==> src/rtl/rgcd_pkg.sv <==
// Shared types for the running GCD resolution block.
`timescale 1ns / 1ps

package rgcd_pkg;

    // Width of the resolution result field.
    localparam int unsigned RES_W = 31;

    // Sequencer states of the top level.
    typedef enum logic [1:0] {
        ST_IDLE,
        ST_CALC,
        ST_EMIT
    } t_state;

    // Request from the sequencer to the GCD unit.
    typedef struct packed {
        logic start;
    } t_gcd_req;

    // Status from the GCD unit back to the sequencer.
    typedef struct packed {
        logic busy;
        logic done;
    } t_gcd_rsp;

endpackage

==> src/rtl/rgcd_core.sv <==
// Iterative binary GCD unit: one shift or subtract-and-shift step per cycle.
`timescale 1ns / 1ps

module rgcd_core #(
    parameter int unsigned DW = 31
) (
    input  logic              i_clk,
    input  logic              i_rst_n,
    input  rgcd_pkg::t_gcd_req i_req,
    input  logic [DW-1:0]     i_a,
    input  logic [DW-1:0]     i_b,
    output rgcd_pkg::t_gcd_rsp o_rsp,
    output logic [DW-1:0]     o_gcd
);
    import rgcd_pkg::*;

    localparam int unsigned K_W = $clog2(DW + 1);

    logic [DW-1:0]  r_a, n_a;
    logic [DW-1:0]  r_b, n_b;
    logic [K_W-1:0] r_k, n_k;
    logic           r_run, n_run;
    logic           r_done, n_done;
    logic [DW-1:0]  r_gcd, n_gcd;
    logic [DW-1:0]  w_or;
    logic           w_a_ge_b;
    logic [DW-1:0]  w_diff;

    assign w_or     = r_a | r_b;
    assign w_a_ge_b = (r_a >= r_b);
    assign w_diff   = w_a_ge_b ? (r_a - r_b) : (r_b - r_a);

    always_comb begin
        n_a    = r_a;
        n_b    = r_b;
        n_k    = r_k;
        n_run  = r_run;
        n_done = 1'b0;
        n_gcd  = r_gcd;
        if (i_req.start) begin
            n_a   = i_a;
            n_b   = i_b;
            n_k   = '0;
            n_run = 1'b1;
        end else if (r_run) begin
            if (r_a == '0 || r_b == '0) begin
                // one operand gone: restore the common power of two
                n_gcd  = DW'(w_or << r_k);
                n_run  = 1'b0;
                n_done = 1'b1;
            end else if (!r_a[0] && !r_b[0]) begin
                n_a = r_a >> 1;
                n_b = r_b >> 1;
                n_k = r_k + K_W'(1);
            end else if (!r_a[0]) begin
                n_a = r_a >> 1;
            end else if (!r_b[0]) begin
                n_b = r_b >> 1;
            end else if (w_a_ge_b) begin
                n_a = w_diff >> 1;
            end else begin
                n_b = w_diff >> 1;
            end
        end
    end

    always_ff @(posedge i_clk) begin
        if (!i_rst_n) begin
            r_run  <= 1'b0;
            r_done <= 1'b0;
        end else begin
            r_run  <= n_run;
            r_done <= n_done;
        end
        r_a   <= n_a;
        r_b   <= n_b;
        r_k   <= n_k;
        r_gcd <= n_gcd;
    end

    assign o_rsp.busy = r_run;
    assign o_rsp.done = r_done;
    assign o_gcd      = r_gcd;

endmodule

==> src/rtl/running_gcd_resolution.sv <==
// Top level of the running GCD resolution block: sequencer, set state, output register.
`timescale 1ns / 1ps

// Usage:
//   Input channel (i_valid / o_ready) carries one signed value per transaction
//   with a missing flag and a last marker. Output channel (o_valid / i_ready)
//   carries one resolution per set, produced by the transaction marked last.
//   A value that enters the divisor runs a binary GCD against the running
//   divisor in the shift/subtract unit, one step per cycle. Such a
//   transaction is accepted, launched into the unit and its result handed
//   back to the divisor, and the input is held until then. Missing items,
//   the most negative pattern and items arriving once the divisor is 1 skip
//   the unit.
//   o_ready is high only while the sequencer is idle, so one transaction is
//   in work at a time. A last transaction then passes the emit state, which
//   loads the output register; the result appears on o_valid the cycle after.
//   If the receiver stalls, the result holds in the output register and the
//   block keeps taking transactions of the next set; it waits only when a
//   second result is due while the first is still untaken.
//   Reset (synchronous, active low) clears the divisor, the item count, the
//   sequencer and o_valid.
module running_gcd_resolution #(
    parameter int unsigned VALUE_WIDTH = 32
) (
    input  logic                          i_clk,
    input  logic                          i_rst_n,
    input  logic                          i_valid,
    output logic                          o_ready,
    input  logic signed [VALUE_WIDTH-1:0] i_value,
    input  logic                          i_missing,
    input  logic                          i_last,
    output logic                          o_valid,
    input  logic                          i_ready,
    output logic [rgcd_pkg::RES_W-1:0]    o_resolution
);
    import rgcd_pkg::*;

    localparam int unsigned DW = VALUE_WIDTH - 1;

    t_state                  r_state, n_state;
    logic [DW-1:0]           r_div, n_div;
    logic [1:0]              r_seen, n_seen;
    logic                    r_last, n_last;
    logic [DW-1:0]           r_mag, n_mag;
    logic                    r_out_valid, n_out_valid;
    logic [RES_W-1:0]        r_res, n_res;
    // Start pending flag: set when an item is taken into the GCD unit, dropped at launch.
    logic                    r_start_pend, n_start_pend;

    logic                    w_accept;
    logic                    w_min_neg;
    logic [VALUE_WIDTH-1:0]  w_neg;
    logic [DW-1:0]           w_abs;
    logic                    w_enter;
    logic                    w_out_free;
    t_gcd_req                w_req;
    t_gcd_rsp                w_rsp;
    logic [DW-1:0]           w_gcd;

    assign w_accept   = i_valid && o_ready;
    assign w_min_neg  = (i_value == {1'b1, {DW{1'b0}}});
    assign w_neg      = ~i_value + VALUE_WIDTH'(1);
    assign w_abs      = i_value[VALUE_WIDTH-1] ? w_neg[DW-1:0] : i_value[DW-1:0];
    // Fold the value in only when it has a magnitude and the divisor can still shrink.
    assign w_enter    = !i_missing && !w_min_neg && (r_div != DW'(1));
    assign w_out_free = !r_out_valid || i_ready;

    rgcd_core #(
        .DW(DW)
    ) u_core (
        .i_clk  (i_clk),
        .i_rst_n(i_rst_n),
        .i_req  (w_req),
        .i_a    (r_mag),
        .i_b    (r_div),
        .o_rsp  (w_rsp),
        .o_gcd  (w_gcd)
    );

    // Next state.
    always_comb begin
        n_state = r_state;
        unique case (r_state)
            ST_IDLE: begin
                if (w_accept) begin
                    if (w_enter) begin
                        n_state = ST_CALC;
                    end else if (i_last) begin
                        n_state = ST_EMIT;
                    end
                end
            end
            ST_CALC: begin
                if (w_rsp.done) begin
                    n_state = r_last ? ST_EMIT : ST_IDLE;
                end
            end
            ST_EMIT: begin
                if (w_out_free) begin
                    n_state = ST_IDLE;
                end
            end
            default: n_state = ST_IDLE;
        endcase
    end

    // Outputs and datapath updates.
    always_comb begin
        o_ready     = 1'b0;
        w_req.start = 1'b0;
        n_div       = r_div;
        n_seen      = r_seen;
        n_last      = r_last;
        n_mag       = r_mag;
        n_out_valid = r_out_valid;
        n_res       = r_res;
        if (r_out_valid && i_ready) begin
            n_out_valid = 1'b0;
        end
        unique case (r_state)
            ST_IDLE: begin
                o_ready = 1'b1;
                if (w_accept) begin
                    // count the item, saturating at two
                    if (r_seen != 2'd2) begin
                        n_seen = r_seen + 2'd1;
                    end
                    n_last = i_last;
                    n_mag  = w_abs;
                end
            end
            ST_CALC: begin
                // launch on entry; the unit holds its operands from here on
                w_req.start = !w_rsp.busy && !w_rsp.done && (r_state == ST_CALC)
                              && r_start_pend;
                if (w_rsp.done) begin
                    n_div = w_gcd;
                end
            end
            ST_EMIT: begin
                if (w_out_free) begin
                    n_out_valid = 1'b1;
                    if (r_seen == 2'd1 || r_div[DW-1:1] == '0) begin
                        n_res = RES_W'(1);
                    end else begin
                        n_res = RES_W'(r_div);
                    end
                    n_div  = '0;
                    n_seen = 2'd0;
                end
            end
            default: ;
        endcase
    end

    always_comb begin
        n_start_pend = r_start_pend;
        if (r_state == ST_IDLE && w_accept && w_enter) begin
            n_start_pend = 1'b1;
        end else if (w_req.start) begin
            n_start_pend = 1'b0;
        end
    end

    always_ff @(posedge i_clk) begin
        if (!i_rst_n) begin
            r_state      <= ST_IDLE;
            r_div        <= '0;
            r_seen       <= 2'd0;
            r_out_valid  <= 1'b0;
            r_start_pend <= 1'b0;
        end else begin
            r_state      <= n_state;
            r_div        <= n_div;
            r_seen       <= n_seen;
            r_out_valid  <= n_out_valid;
            r_start_pend <= n_start_pend;
        end
        r_last <= n_last;
        r_mag  <= n_mag;
        r_res  <= n_res;
    end

    assign o_valid      = r_out_valid;
    assign o_resolution = r_res;

endmodule

==> config.mk <==
export PLATFORM = sky130hd
export DESIGN_NAME = running_gcd_resolution
export DESIGN_NICKNAME = d
export VERILOG_FILES = /design/src/rtl/rgcd_pkg.sv /design/src/rtl/rgcd_core.sv /design/src/rtl/running_gcd_resolution.sv
export SDC_FILE = /design/constraint.sdc
export NUM_CORES = 1
export LEC_CHECK = 0
export BUFFER_PORTS_ARGS = -buffer_cell sky130_fd_sc_hd__buf_2
export CAP_MARGIN = 15
export CORE_AREA = 4 4 165 167
export DETAILED_ROUTE_END_ITERATION = 16
export DIE_AREA = 0 0 169 171
export HOLD_SLACK_MARGIN = 0.1
export PLACE_DENSITY_LB_ADDON = 0.15
export SLEW_MARGIN = 20
export SYNTH_ARGS = -nofsm -noshare
export SYNTH_HDL_FRONTEND = slang
export SYNTH_SLANG_ARGS = --single-unit
==> constraint.sdc <==
create_clock -name i_clk -period 8.8 [get_ports i_clk]
set_input_delay 1.76 -clock i_clk [delete_from_list [all_inputs] [get_ports i_clk]]
set_output_delay 1.76 -clock i_clk [all_outputs]
set_load 0.02 [all_outputs]
[After elaboration in Yosys (flattened, before gate mapping)]
Index checks and enable logic that the tools add are counted.
Word-level totals
  bits of input ports: 38
  word-level logic and storage cells: 125
  output and inout bits: 33
  register bits after elaboration: 200
Operators by class
  order comparisons: 1
  bitwise logic cells: 6
  equal/unequal tests: 15
  multiplexer cells: 40
  shifts and indexed selects: 1
  reduce and logical (&&, ||, !) cells: 41
  $add $sub $neg: 5
Operator list (count)
  $mux W31: 18
  $logic_not A31 Y1: 2
  $pmux W31 S2: 1
  $sub A31 B31 Y31: 2
  $eq A32 B32 Y1 const B: 1
  $add A31 B2 Y31 const B: 1
  $ge A31 B31 Y1: 1
  $ne A31 B1 Y1 const B: 1
  $not A31 Y31: 1
  $or A31 B31 Y31: 1
  $shl A31 B5 Y31: 1
  $logic_not A30 Y1: 1
  $mux W2: 8
  $reduce_and A4 Y1: 4
  $ne A4 B3 Y1 const B: 3
  $reduce_and A3 Y1: 4
  $mux W1: 11
  $logic_and A1 B1 Y1: 10
  $ne A2 B2 Y1 const B: 4
  $reduce_bool A2 Y1: 4
  $logic_not A1 Y1: 7
  $pmux W2 S3: 1
  $reduce_and A2 Y1: 3
  $add A5 B1 Y5 const B: 1
  other kinds (11): 18

[Logic depth before layout (Yosys ltp)]
  depth after elaboration: 9
  mapped depth: 14
  depth with buffers taken out: 12

[Cells and area by module]
From an unflattened synthesis, not the netlist that was laid out.
Unflattened totals
  cells, all modules: 1512
  area total of the unflattened synthesis: 14227.4 um^2
Modules (own cells, without submodules)
  rgcd_core: area each 9888.2 um^2, times used 1, sequential area each 2932.8 um^2, cells an instance 1162
  running_gcd_resolution: area each 4339.2 um^2, times used 1, sequential area each 2632.5 um^2, cells an instance 350

[Least setup slack after synthesis]
OpenSTA, ideal clock, no wires.
  kind: register to register
  from: reg u_core.r_b[21]
  to: reg u_core.r_a[10] (enable)
  arrival: 4.765 ns
  data required time: 8.341 ns
  path slack: 3.576 ns
  period minus slack after synthesis: 5.224 ns
  setup time: 0.459 ns
  stages on the path, launching flop included: 12
  path buffers: 2
  cell sequence: edfxtp_1 -> inv_1 -> ha_1 -> buf_2 -> or4_1 -> nor4_1 -> and4b_1 -> o22a_1 -> clkbuf_1 -> nor2_1 -> o21a_1 -> o21ai_0
On the way
  cells in the longest elaborated chain, start to end: 4
  elaborated cells between the ends (all ways): 6
  those cells by class: 1 x order compare; 2 x eq/ne; 3 x reduce/logical
RTL lines
  start, declared: RTL line rgcd_core.sv:20  | logic [DW-1:0] r_b, n_b;
  start signal, assigned: RTL line rgcd_core.sv:76  | r_b <= n_b;
  branches (longest 3 deep; another with $ge A31 B31 Y1)
  $reduce_and A4 Y1 (no line) (*)
  end signal, assigned: RTL line rgcd_core.sv:75  | r_a <= n_a;
  end, declared: RTL line rgcd_core.sv:19  | logic [DW-1:0] r_a, n_a;
Every way passes the cells marked *.
A chain may end at the register's enable or synchronous reset.

[Final worst setup path]
  from: reg u_core.r_b[22]
  to: reg u_core.r_a[24] (enable)
Same word-level chain as after synthesis.

==> results.sh <==
export IMPL_final_max_slew_viol_count=0
export IMPL_vias=11055
export IMPL_grt_overflow=0
export IMPL_min_path_type="reg2reg"
export IMPL_tightest_slew_ps=1011
export IMPL_clock_skew_final_ps=15.72
export IMPL_wl_per_cell_um=21.59
export IMPL_post_cts_buffers=0
export IMPL_fin_crit_sh_pct=47.98
export IMPL_num_nets_final=1589
export IMPL_drc=0
export IMPL_syn_area_sq_um=13950
export IMPL_holdBufCountCts=0
export IMPL_path_class="reg2reg"
export IMPL_synth_cells=1434
export IMPL_yosysTopAreaCell="edfxtp_1"
export IMPL_final_setup_viol_count=0
export IMPL_final_core_util_pct=58.74
export IMPL_grt_usage_pct=26.59
export IMPL_post_dp_cell_area_sq_um=14510
export IMPL_gp_congestion=0.9676
export IMPL_cp_arrival_ps=4320
export IMPL_drtPass1Iterations=5
export IMPL_setup_tns_ps=0
export IMPL_clockBufferDepth=2
export IMPL_ir_drop_mv=0.1352
export IMPL_clk_pin_slew_ps=90
export IMPL_rows=59
export IMPL_cellLeakagePower_nw=5.685
export IMPL_drtIter0Drc=1125
export IMPL_ant_nets=0
export IMPL_synthToLayoutAreaGrowth_pct=8.484
export IMPL_syn_avg_cell_area_sq_um=9.729
export IMPL_crit_start="u_core.r_b[22]$_DFFE_PP_"
export IMPL_die_h_um=171
export IMPL_clk_latency_ps=450
export IMPL_maxCapViolCount=0
export IMPL_rr_startpoint="u_core.r_b[22]$_DFFE_PP_"
export IMPL_rsz0062_at_grt="false"
export IMPL_core_area_sq_um=25760
export IMPL_grt_pass1_wl_um=60020
export IMPL_antenna_found_initial=0
export IMPL_min_from="r_start_pend$_SDFFE_PN0P_"
export IMPL_synth_top_area_share_pct=33.58
export IMPL_root_buffer="clkbuf_16"
export IMPL_synth_fp_nets=1572
export IMPL_yosys_warnings=0
export IMPL_period_needed_ps=4222
export IMPL_required_ps=8900
export IMPL_synth_seq_area_share_pct=39.89
export IMPL_status="completed"
export IMPL_synthArstFlopShare_pct=0
export IMPL_die_w_um=169
export IMPL_relSlewSlack_pct=32.58
export IMPL_synth_main_ff_cell="edfxtp_1"
export IMPL_ys_ff_latch=200
export IMPL_final_area_sq_um=15130
export IMPL_timing_fmax_ghz=0.2368
export IMPL_antenna_cells=0
export IMPL_synthDistinctLibCells=73
export IMPL_dp_hpwl_um=30230
export IMPL_hold_viol_final=0
export IMPL_p_per_area_nw_per_um2=164.2
export IMPL_grt_pass1_vias=10519
export IMPL_synth_edff_count=156
export IMPL_cts_sinks=200
export IMPL_drive_gt1_share_pct=12.57
export IMPL_post_cts_resized=0
export IMPL_cts_buffers=17
export IMPL_crit_path_max_fanout=30
export IMPL_cp_start_kind="flip-flop"
export IMPL_start_util_pct=54.15
export IMPL_synthTopCellsByArea="edfxtp_1 (34%), ha_1 (8.8%), dfxtp_1 (6.3%)"
export IMPL_via_per_inst=6.145
export IMPL_grt_max_degree=63
export IMPL_h_tree_depth=4
export IMPL_die_area_sq_um=28900
export IMPL_io_buffers=70
export IMPL_drt_wl_total_um=38850
export IMPL_io_pins=71
export IMPL_crit_path_end_kind="flip-flop"
export IMPL_cts_tree="built"
kinds of logic after synthesis:
family / after synthesis / share of synthesized area [%]
and+or+nand+nor: 456 / 16.31
AOI/OAI and AO/OA: 338 / 16.31
DFF: 200 / 39.89
buffers and inverters: 195 / 5.444
adders and majority gates: 100 / 9.076
xor gates and xnor gates: 89 / 5.587
muxes: 56 / 7.372
worst max-delay path, cell delays in order (launching register included):
cell and delay (ps):
edfxtp_1 520, inv_1 110, ha_1 470, or4_1 660
nor4_1 570, and4b_1 340, o22a_1 420, nor2_1 80
o21a_1 190, o21ai_2 100, buf_4 370
synthesized netlist by cell type (37+ instances only):
master	number
a21oi_1	92
a221oi_1	44
clkbuf_1	66
dfxtp_1	44
edfxtp_1	156
ha_1	98
inv_1	102
mux4_2	37
nand2_1	53
nor2_1	179
nor2b_1	52
o21ai_0	47
xnor2_1	80
layout make-up:
class                   count  area (sq um)
inverters                 107         401.6
well taps                 335         419.2
fillers                  2214         10630
multi-input cells        1039          7655
repair buffers             86         474.2
clock inverters            15         192.7
flip-flops and latches    200          5567
clock buffers              17         425.4
through the flow:
stage               cells  total power, mW  hold WS [ps]  setup WS, ps
finish               1799            2.485         487.0          4578
global route         1799            2.578         520.2          4381
CTS                  1799            2.484         487.4          4618
detailed placement   1767            1.668         473.6          4315
global placement     1766            1.661         471.1          4372
floorplan            1434            1.531         442.7          3576
layer usage:
layer | up-vias | part of all wire [%] | wire length [um] | track usage [%]
met1 | 5246 | 43 | 16820 | 36.54
met4 | 0 | 4.1 | 1574 | 10.29
met2 | 458 | 47 | 18160 | 44.41
li1 | 5274 | - | - | -
met3 | 77 | 5.9 | 2286 | 2.010
met5 | - | 0 | 0 | 0
path summary, 6_finish.rpt:
kind                               end  slack [ps]  depth (start not counted)
min reg2reg  r_start_pend$_SDFFE_PN0P_         490                          2
min          r_start_pend$_SDFFE_PN0P_         490                          2
max           u_core.r_a[24]$_DFFE_PP_        4580                         10
max reg2reg   u_core.r_a[24]$_DFFE_PP_        4580                         10
placed cells by master (no fill, tap or decap), types with 8 or more instances in the layout:
| cell type | count |
|---|---|
| dfxtp_1 | 43 |
| a22oi_1 | 34 |
| a211oi_1 | 10 |
| o21bai_1 | 15 |
| inv_1 | 102 |
| nand4_1 | 11 |
| xor2_1 | 9 |
| nor4_1 | 34 |
| nand2_1 | 53 |
| nand2b_1 | 12 |
| o22ai_1 | 17 |
| o21a_1 | 8 |
| o31ai_1 | 21 |
| nor2_1 | 176 |
| a21boi_0 | 8 |
| nand3_1 | 14 |
| mux2i_1 | 15 |
| buf_2 | 70 |
| and2_1 | 34 |
| a221oi_1 | 44 |
| o21ai_0 | 46 |
| buf_4 | 15 |
| xnor2_1 | 80 |
| a21oi_1 | 92 |
| ha_1 | 98 |
| nor2b_1 | 52 |
| clkbuf_16 | 17 |
| edfxtp_1 | 156 |
| mux4_2 | 37 |
| nor3_1 | 28 |
registers in the layout, summed over array words and instances (netlist names):
register and cells:
o_resolution 31, o_valid 1, r_div 31, r_last 1, r_mag 31, r_seen 2
r_start_pend 1, r_state 2, u_core.o_gcd 31, u_core.r_a 31, u_core.r_b 31, u_core.r_done 1
u_core.r_k 5, u_core.r_run 1
power breakdown:
group	internal, mW	switching (mW)	total, mW
sequential	1.08	0.0541	1.13
clock	0.392	0.441	0.832
combinational	0.222	0.296	0.518
(Power assumes the default switching activity.)
